$ cat config.mk
export PLATFORM = sky130hd
export DESIGN_NAME = png_header_chunk_validator
export DESIGN_NICKNAME = d
export VERILOG_FILES = /design/src/design/pnghcv_pkg.sv /design/src/design/png_header_chunk_validator.sv
export SDC_FILE = /design/constraint.sdc
export NUM_CORES = 1
export LEC_CHECK = 0
export BUFFER_PORTS_ARGS = -buffer_cell sky130_fd_sc_hd__buf_2
export CORE_MARGIN = 3
export CORE_UTILIZATION = 49
export CTS_CLUSTER_SIZE = 16
export DETAILED_ROUTE_END_ITERATION = 6
export HOLD_SLACK_MARGIN = 0.1
export PLACE_DENSITY = 0.67
export SLEW_MARGIN = 10
export SYNTH_ARGS = -nofsm -noshare
export SYNTH_HDL_FRONTEND = slang
export SYNTH_SLANG_ARGS = --single-unit
$ cat constraint.sdc
create_clock -name clk_i -period 13.05 [get_ports clk_i]
set_input_delay 1.305 -clock clk_i [delete_from_list [all_inputs] [get_ports clk_i]]
set_output_delay 1.305 -clock clk_i [all_outputs]
set_load 0.02 [all_outputs]
$ cat src/design/pnghcv_pkg.sv
`default_nettype none

package pnghcv_pkg;

  typedef enum logic [2:0] {
    StOk          = 3'd0,
    StNotPng      = 3'd1,
    StMalformed   = 3'd2,
    StUnsupported = 3'd3,
    StBadFormat   = 3'd4,
    StInterlace   = 3'd5
  } status_e;

  localparam logic [31:0] TypeIhdr = 32'h4948_4452;
  localparam logic [31:0] TypeIdat = 32'h4944_4154;
  localparam logic [31:0] TypePlte = 32'h504C_5445;
  localparam logic [31:0] TypeIend = 32'h4945_4E44;

  localparam logic [5:0] SigLen         = 6'd8;
  localparam logic [5:0] TypeEndPos     = 6'd15;
  localparam logic [5:0] WidthEndPos    = 6'd19;
  localparam logic [5:0] HeightEndPos   = 6'd23;
  localparam logic [5:0] DepthPos       = 6'd24;
  localparam logic [5:0] ColourPos      = 6'd25;
  localparam logic [5:0] LastHeaderByte = 6'd28;
  localparam logic [5:0] HeaderEnd      = 6'd33;

  localparam logic [3:0] LenPhaseLast  = 4'd3;
  localparam logic [3:0] LenPhases     = 4'd4;
  localparam logic [3:0] TypePhaseLast = 4'd7;
  localparam logic [3:0] TypePhases    = 4'd8;

  localparam logic [31:0] CrcBytes     = 32'd4;
  localparam logic [15:0] MaxDimReset  = 16'd10000;
  localparam logic [4:0]  NoFormat     = 5'd16;

  localparam logic [7:0] ColourLum   = 8'd0;
  localparam logic [7:0] ColourRgb   = 8'd2;
  localparam logic [7:0] ColourIndex = 8'd3;
  localparam logic [7:0] ColourLuma  = 8'd4;
  localparam logic [7:0] ColourRgba  = 8'd6;

  function automatic logic [7:0] magic_byte(input logic [2:0] idx);
    logic [7:0] b;
    case (idx)
      3'd0: b = 8'd137;
      3'd1: b = 8'd80;
      3'd2: b = 8'd78;
      3'd3: b = 8'd71;
      3'd4: b = 8'd13;
      3'd5: b = 8'd10;
      3'd6: b = 8'd26;
      3'd7: b = 8'd10;
      default: b = 8'd0;
    endcase
    return b;
  endfunction

  // 1,2,4,8 map to 0..3, anything else to 4
  function automatic logic [2:0] depth_rank(input logic [7:0] depth);
    logic [2:0] r;
    case (depth)
      8'd1: r = 3'd0;
      8'd2: r = 3'd1;
      8'd4: r = 3'd2;
      8'd8: r = 3'd3;
      default: r = 3'd4;
    endcase
    return r;
  endfunction

  function automatic logic [4:0] format_of(input logic [7:0] colour, input logic [7:0] depth);
    logic [2:0] r;
    logic [4:0] f;
    r = depth_rank(depth);
    case (colour)
      ColourLum:   f = r[2] ? NoFormat : {3'd0, r[1:0]};
      ColourRgb:   f = (depth == 8'd8) ? 5'd4 : ((depth == 8'd16) ? 5'd5 : NoFormat);
      ColourIndex: f = r[2] ? NoFormat : 5'd12 + {3'd0, r[1:0]};
      ColourLuma:  f = r[2] ? NoFormat : 5'd6 + {3'd0, r[1:0]};
      ColourRgba:  f = (depth == 8'd8) ? 5'd10 : ((depth == 8'd16) ? 5'd11 : NoFormat);
      default:     f = NoFormat;
    endcase
    return f;
  endfunction

endpackage

`default_nettype wire

$ cat src/design/png_header_chunk_validator.sv
`default_nettype none

// PNG header and chunk validator. Feed the bytes of one file in order, one per
// transfer, with end_of_file_i set on the last byte; exactly one result comes
// out per file: on the first error, at the end of the IEND frame, or on the
// last byte. Bytes after the result are dropped until the last byte, which
// always starts a new file. One byte is taken every cycle; a byte is
// registered, then a single per-byte update of the header and chunk counters
// runs and loads the result register. The input side stalls only when a result
// is due while the previous one has not been taken. The user must write
// max_dimension through cfg_we_i/cfg_wdata_i only while no file is in flight;
// the block itself does not enforce this.
module png_header_chunk_validator (
  input  wire logic        clk_i,
  input  wire logic        rst_ni,
  input  wire logic        cfg_we_i,
  input  wire logic [15:0] cfg_wdata_i,
  input  wire logic        in_valid_i,
  output logic             in_ready_o,
  input  wire logic [7:0]  file_byte_i,
  input  wire logic        end_of_file_i,
  output logic             out_valid_o,
  input  wire logic        out_ready_i,
  output logic [2:0]       status_o,
  output logic [15:0]      image_width_o,
  output logic [15:0]      image_height_o,
  output logic [7:0]       bit_depth_o,
  output logic [7:0]       colour_kind_o,
  output logic [3:0]       format_code_o,
  output logic [31:0]      idat_total_o,
  output logic [30:0]      palette_length_o,
  output logic             saw_end_chunk_o
);
  import pnghcv_pkg::*;

  logic [15:0] max_dim_q;

  // input register
  logic       s1_valid_q;
  logic [7:0] byte_q;
  logic       eof_q;
  logic       s1_adv;

  // per-file state
  logic [5:0]  hdr_pos_q, hdr_pos_d;
  logic        sig_good_q, sig_good_d;
  logic [31:0] shift_q, shift_d;
  logic        ihdr_good_q, ihdr_good_d;
  logic [31:0] width_q, width_d;
  logic [31:0] height_q, height_d;
  logic [7:0]  depth_q, depth_d;
  logic [7:0]  colour_q, colour_d;
  logic [3:0]  phase_q, phase_d;
  logic [31:0] len_q, len_d;
  logic [31:0] kind_q, kind_d;
  logic [31:0] left_q, left_d;
  logic [31:0] idat_q, idat_d;
  logic [30:0] pal_q, pal_d;
  logic        given_q, given_d;

  logic        emit;
  status_e     emit_status;
  logic        end_seen;
  logic [31:0] left_dec;
  logic [32:0] idat_add;
  logic [4:0]  fmt;

  // result register
  logic        out_valid_q;
  status_e     out_status_q;
  logic [15:0] out_width_q;
  logic [15:0] out_height_q;
  logic [7:0]  out_depth_q;
  logic [7:0]  out_colour_q;
  logic [3:0]  out_format_q;
  logic [31:0] out_idat_q;
  logic [30:0] out_pal_q;
  logic        out_end_q;

  assign left_dec = (left_q == 32'd0) ? 32'd0 : left_q - 32'd1;
  assign idat_add = {1'b0, idat_q} + {1'b0, len_q};
  assign fmt      = format_of(colour_d, depth_d);

  always_comb begin
    hdr_pos_d   = hdr_pos_q;
    sig_good_d  = sig_good_q;
    shift_d     = shift_q;
    ihdr_good_d = ihdr_good_q;
    width_d     = width_q;
    height_d    = height_q;
    depth_d     = depth_q;
    colour_d    = colour_q;
    phase_d     = phase_q;
    len_d       = len_q;
    kind_d      = kind_q;
    left_d      = left_q;
    idat_d      = idat_q;
    pal_d       = pal_q;
    given_d     = given_q;
    emit        = 1'b0;
    emit_status = StOk;
    end_seen    = 1'b0;
    if (!given_q) begin
      if (hdr_pos_q < HeaderEnd) begin
        shift_d = {shift_q[23:0], byte_q};
        if (hdr_pos_q < SigLen && byte_q != magic_byte(hdr_pos_q[2:0])) begin
          sig_good_d = 1'b0;
        end
        if (hdr_pos_q == WidthEndPos) width_d = shift_d;
        if (hdr_pos_q == HeightEndPos) height_d = shift_d;
        if (hdr_pos_q == DepthPos) depth_d = byte_q;
        if (hdr_pos_q == ColourPos) colour_d = byte_q;
        if (hdr_pos_q == TypeEndPos && shift_d != TypeIhdr) ihdr_good_d = 1'b0;
        hdr_pos_d = hdr_pos_q + 6'd1;
        if (hdr_pos_q == LastHeaderByte) begin
          emit = 1'b1;
          if (!sig_good_d) begin
            emit_status = StNotPng;
          end else if (!ihdr_good_d) begin
            emit_status = StMalformed;
          end else if (width_d > {16'd0, max_dim_q} || height_d > {16'd0, max_dim_q}) begin
            emit_status = StBadFormat;
          end else if (fmt == NoFormat) begin
            emit_status = StBadFormat;
          end else if (shift_d[23:16] != 8'd0 || shift_d[15:8] != 8'd0) begin
            emit_status = StMalformed;
          end else if (shift_d[7:0] != 8'd0) begin
            emit_status = StInterlace;
          end else begin
            emit = 1'b0;
          end
        end
        if (!emit && eof_q) begin
          emit        = 1'b1;
          emit_status = (hdr_pos_q < LastHeaderByte) ? StNotPng : StOk;
        end
      end else begin
        if (phase_q < LenPhases) begin
          len_d   = {len_q[23:0], byte_q};
          phase_d = phase_q + 4'd1;
          if (phase_q == LenPhaseLast && len_d[31]) begin
            emit        = 1'b1;
            emit_status = StMalformed;
          end
        end else if (phase_q < TypePhases) begin
          kind_d  = {kind_q[23:0], byte_q};
          phase_d = phase_q + 4'd1;
          if (phase_q == TypePhaseLast) left_d = len_q + CrcBytes;
        end else begin
          left_d = left_dec;
          if (left_dec == 32'd0) begin
            if (kind_q == TypeIdat) begin
              idat_d = idat_add[32] ? '1 : idat_add[31:0];
            end else if (kind_q == TypePlte) begin
              pal_d = len_q[30:0];
            end else if (kind_q == TypeIend) begin
              emit        = 1'b1;
              emit_status = StOk;
              end_seen    = 1'b1;
            end else if (!kind_q[29]) begin
              emit        = 1'b1;
              emit_status = StUnsupported;
            end
            if (!emit) begin
              phase_d = 4'd0;
              len_d   = 32'd0;
              kind_d  = 32'd0;
            end
          end
        end
        if (!emit && eof_q) begin
          emit        = 1'b1;
          emit_status = (phase_d != 4'd0) ? StMalformed : StOk;
        end
      end
      if (emit) given_d = 1'b1;
    end
  end

  assign s1_adv     = s1_valid_q && (!emit || !out_valid_q || out_ready_i);
  assign in_ready_o = !s1_valid_q || s1_adv;

  always_ff @(posedge clk_i or negedge rst_ni) begin
    if (!rst_ni) begin
      max_dim_q <= MaxDimReset;
    end else if (cfg_we_i) begin
      max_dim_q <= cfg_wdata_i;
    end
  end

  always_ff @(posedge clk_i or negedge rst_ni) begin
    if (!rst_ni) begin
      s1_valid_q <= 1'b0;
    end else if (in_ready_o) begin
      s1_valid_q <= in_valid_i;
    end
  end

  always_ff @(posedge clk_i) begin
    if (in_ready_o && in_valid_i) begin
      byte_q <= file_byte_i;
      eof_q  <= end_of_file_i;
    end
  end

  always_ff @(posedge clk_i or negedge rst_ni) begin
    if (!rst_ni) begin
      hdr_pos_q   <= '0;
      sig_good_q  <= 1'b1;
      shift_q     <= '0;
      ihdr_good_q <= 1'b1;
      width_q     <= '0;
      height_q    <= '0;
      depth_q     <= '0;
      colour_q    <= '0;
      phase_q     <= '0;
      len_q       <= '0;
      kind_q      <= '0;
      left_q      <= '0;
      idat_q      <= '0;
      pal_q       <= '0;
      given_q     <= 1'b0;
    end else if (s1_adv) begin
      if (eof_q) begin
        hdr_pos_q   <= '0;
        sig_good_q  <= 1'b1;
        shift_q     <= '0;
        ihdr_good_q <= 1'b1;
        width_q     <= '0;
        height_q    <= '0;
        depth_q     <= '0;
        colour_q    <= '0;
        phase_q     <= '0;
        len_q       <= '0;
        kind_q      <= '0;
        left_q      <= '0;
        idat_q      <= '0;
        pal_q       <= '0;
        given_q     <= 1'b0;
      end else begin
        hdr_pos_q   <= hdr_pos_d;
        sig_good_q  <= sig_good_d;
        shift_q     <= shift_d;
        ihdr_good_q <= ihdr_good_d;
        width_q     <= width_d;
        height_q    <= height_d;
        depth_q     <= depth_d;
        colour_q    <= colour_d;
        phase_q     <= phase_d;
        len_q       <= len_d;
        kind_q      <= kind_d;
        left_q      <= left_d;
        idat_q      <= idat_d;
        pal_q       <= pal_d;
        given_q     <= given_d;
      end
    end
  end

  always_ff @(posedge clk_i or negedge rst_ni) begin
    if (!rst_ni) begin
      out_valid_q <= 1'b0;
    end else if (s1_adv && emit) begin
      out_valid_q <= 1'b1;
    end else if (out_ready_i) begin
      out_valid_q <= 1'b0;
    end
  end

  // fields other than status read zero on an error
  always_ff @(posedge clk_i) begin
    if (s1_adv && emit) begin
      out_status_q <= emit_status;
      if (emit_status == StOk) begin
        out_width_q  <= width_d[15:0];
        out_height_q <= height_d[15:0];
        out_depth_q  <= depth_d;
        out_colour_q <= colour_d;
        out_format_q <= fmt[3:0];
        out_idat_q   <= idat_d;
        out_pal_q    <= pal_d;
        out_end_q    <= end_seen;
      end else begin
        out_width_q  <= '0;
        out_height_q <= '0;
        out_depth_q  <= '0;
        out_colour_q <= '0;
        out_format_q <= '0;
        out_idat_q   <= '0;
        out_pal_q    <= '0;
        out_end_q    <= 1'b0;
      end
    end
  end

  assign out_valid_o      = out_valid_q;
  assign status_o         = out_status_q;
  assign image_width_o    = out_width_q;
  assign image_height_o   = out_height_q;
  assign bit_depth_o      = out_depth_q;
  assign colour_kind_o    = out_colour_q;
  assign format_code_o    = out_format_q;
  assign idat_total_o     = out_idat_q;
  assign palette_length_o = out_pal_q;
  assign saw_end_chunk_o  = out_end_q;

endmodule

`default_nettype wire

==> flow_metrics.env <==
export IMPL_route_detailed_drc=0
export IMPL_grt_max_degree=88
export IMPL_rsz0062_at_grt="no"
export IMPL_clkPwrFrac_pct=43.3
export IMPL_post_cts_setup_buffers=0
export IMPL_reg2reg_depth=17
export IMPL_rows=78
export IMPL_arrival_ns=7.87
export IMPL_fin_util_pct=55.9
export IMPL_power_frac_seq_pct=46.6
export IMPL_swShare_pct=26.8
export IMPL_synth_edf_count=128
export IMPL_worstSetupEndpointType="flop"
export IMPL_ys_warnings_count=0
export IMPL_postPlaceCellArea_um2=23900
export IMPL_worstPathRequired_ns=13.28
export IMPL_via_per_inst=6.32
export IMPL_synthArstFlopShare_pct=69.7
export IMPL_finalCritPeriodShare_pct=58.6
export IMPL_die_h_um=222
export IMPL_cts_buffers=45
export IMPL_synth_most_common_cell="dfrtp_1"
export IMPL_synth_cells=2254
export IMPL_ys_seq_area_share_pct=49.1
export IMPL_postCtsResizedCells=0
export IMPL_synth_seq_cells=422
export IMPL_tns_ns=0
export IMPL_fin_area_um2=25500
export IMPL_dieArea_um2=49200
export IMPL_routed_via_count=18718
export IMPL_setup_viol_count_final=0
export IMPL_synth_ff_type="dfrtp_1"
export IMPL_layout_nets=2425
export IMPL_first_pass_iters=6
export IMPL_tritoncts="built"
export IMPL_power_leakage_nw=11.2
export IMPL_first_iter_violations=1707
export IMPL_core_area_um2=45700
export IMPL_final_max_slew_violation_count=0
export IMPL_grt_util_all_layers_pct=26.3
export IMPL_internal_power_mw=2.27
export IMPL_io_pin_count=151
export IMPL_start_util_pct=50.0
export IMPL_status="finished clean"
export IMPL_skew_ns=0.0260
export IMPL_area_growth_pct=11.7
export IMPL_hp_class="flop to flop"
export IMPL_avgSynthCellArea_um2=10.1
export IMPL_cts_hold_buf=0
export IMPL_p_switching_mw=0.831
export IMPL_holdPathStages=1
export IMPL_hpwl_um=45000
export IMPL_routed_wl_um=66800
export IMPL_pwr_share_comb_pct=10.1
export IMPL_clkTransAtPathRegs_ns=0.06
export IMPL_antenna_found_initial=1
export IMPL_netlist_area_leader_share_pct=31.4
export IMPL_hold_worst_slack_ns=0.498
export IMPL_synth_commonest_cells="287 x dfrtp_1, 242 x nor2_1, 175 x a22o_1, 166 x nand2_1, 135 x o21ai_0"
export IMPL_cap_violations=0
export IMPL_synth_area_leader_cell="dfrtp_1"
export IMPL_max_freq_mhz=131
export IMPL_synth_fp_nets=2357
export IMPL_synthTopCellsByArea="dfrtp_1 31%, edfxtp_1 17%, a22o_1 6.7%"
export IMPL_cts_sinks=422
export IMPL_grt_pass1_vias=17938
export IMPL_drt_wirelength_per_cell_um=22.6
export IMPL_worstSetupPathType="flop to flop"
export IMPL_die_x_um=222
export IMPL_htree_levels=2
export IMPL_ctsLongestPathBuffers=3
export IMPL_portBuffers=150
export IMPL_crit_path_start_kind="flop"
export IMPL_gp_congestion=0.943
export IMPL_tightest_slew_ns=1.29
export IMPL_synth_cell_types=92
export IMPL_netlist_area_um2=22800
export IMPL_cts_root_buf="clkbuf_16"
export IMPL_grt_pass1_wl_um=104000
export IMPL_finalHoldViolCount=0
export IMPL_vdd_drop_max_uv=94.2
export IMPL_final_antenna_net_count=0
export IMPL_relSlewSlack_pct=14.3
export IMPL_clk_latency_ns=0.60
export IMPL_critical_path_peak_fanout=48
export IMPL_min_period_ns=7.64
export IMPL_layout_drive_gt1_share_pct=13.3
export IMPL_p_per_area_nw_per_um2=121
export IMPL_overflow=0
[through the flow]
step	std cells	power, mW	worst slack (ns)
after detailed placement	2875	1.78	5.45
after global placement	2875	1.77	5.71
after floorplan	2254	1.66	3.46
after CTS	2959	3.12	5.41
final	2960	3.10	5.41
after global routing	2959	3.20	4.90
[power groups by stage]
stage               Sequential [mW]  Combinational [mW]  Clock (mW)
floorplan                      1.48               0.185           0
global placement               1.47               0.308           0
detailed placement             1.47               0.312           0
CTS                            1.44               0.314        1.36
global route                   1.45               0.341        1.41
finish                         1.44               0.314        1.34
[routing by layer]
layer	wire length, µm	track usage [%]
met5	0	0
met4	2850	11.6
met3	4700	4.95
met2	30800	41.5
met1	28400	35.7
[final timing paths]
path                                          startpoint  slack (ns)                             end
worst max-delay path            hdr_pos_q[1]$_DFFE_PN0P_        5.41  image_width_o[8]$_SDFFCE_PP0P_
worst min-delay path             width_q[16]$_DFFE_PN0P_        0.50         width_q[16]$_DFFE_PN0P_
worst max register to register  hdr_pos_q[1]$_DFFE_PN0P_        5.41  image_width_o[8]$_SDFFCE_PP0P_
worst min register to register   width_q[16]$_DFFE_PN0P_        0.50         width_q[16]$_DFFE_PN0P_
max in group asynchronous                         rst_ni       10.17          left_q[17]$_DFFE_PN0P_
min in group asynchronous                         rst_ni        0.71       max_dim_q[14]$_DFFE_PN0P_
[state kept, by name (all words and copies together) (netlist names), 8 cells and up]
| signal | flops |
|---|---|
| palette_length_o | 31 |
| depth_q | 8 |
| bit_depth_o | 8 |
| shift_q | 24 |
| image_height_o | 16 |
| pal_q | 31 |
| image_width_o | 16 |
| width_q | 32 |
| byte_q | 8 |
| idat_total_o | 32 |
| colour_kind_o | 8 |
| left_q | 32 |
| kind_q | 32 |
| len_q | 32 |
| max_dim_q | 16 |
| height_q | 32 |
| idat_q | 32 |
| colour_q | 8 |
[cell usage in the layout, fill, tap and decap left out, types with 10 or more instances in the layout]
cell type  instances
a22o_1           175
inv_1             76
dfrtp_1          287
nor4b_1           11
a211oi_1          65
clkbuf_16         50
and4_1            12
a22oi_1           11
o21ai_0          135
a31oi_1           20
ha_1              72
and3_1            16
nor2b_1           15
nand2_1          166
a21o_1            14
a21oi_1           93
nand3_1           41
or4_1             11
o22ai_1           17
o32ai_1           15
mux2i_1           70
nand2b_1          16
or3_1             14
xor2_1            25
or2_2             10
edfxtp_1         128
nor4_1            39
xnor2_1           49
nor3_1            49
buf_2            149
nand4_1           27
buf_4             28
nor2_1           240
[final cells by class]
class                   instances  area, µm²
well taps                     600        751
flip-flops and latches        422      11200
diodes                          1       2.50
multi-input cells            1599      10700
clock buffers                  62       1350
repair buffers                178        971
clock inverters                22        214
inverters                      76        285
fillers                      4010      20200
[worst max-delay path: stages, from the launching register on]
cell,delay (ns)
dfrtp_1,0.48
ha_1,0.33
nor4bb_1,0.87
nand2_1,0.94
mux2i_1,0.52
inv_1,0.08
ha_1,0.32
nand4_1,0.17
a211o_1,0.31
a31o_2,0.21
a31oi_1,0.25
a211o_1,0.28
nor4b_4,0.10
nor2_1,0.13
and3_1,0.19
nor2b_4,0.79
buf_4,0.58
buf_4,0.64
[logic make-up (layout without fill, tap and decap cells)]
family                   count (synthesis)  after routing  synth area share, %
flip-flops                             422            422                 49.1
adder cells (fa/ha/maj)                 73             73                 4.03
AND/OR/NAND/NOR                        724            724                 15.9
XOR/XNOR                                74             74                 2.84
multiplexers                            72             72                 3.17
buffers and inverters                  233            338                 4.33
other                                    0              1                    0
AO/OA/AOI/OAI                          656            656                 20.6
No activity file was read; power rests on OpenSTA's default activity.
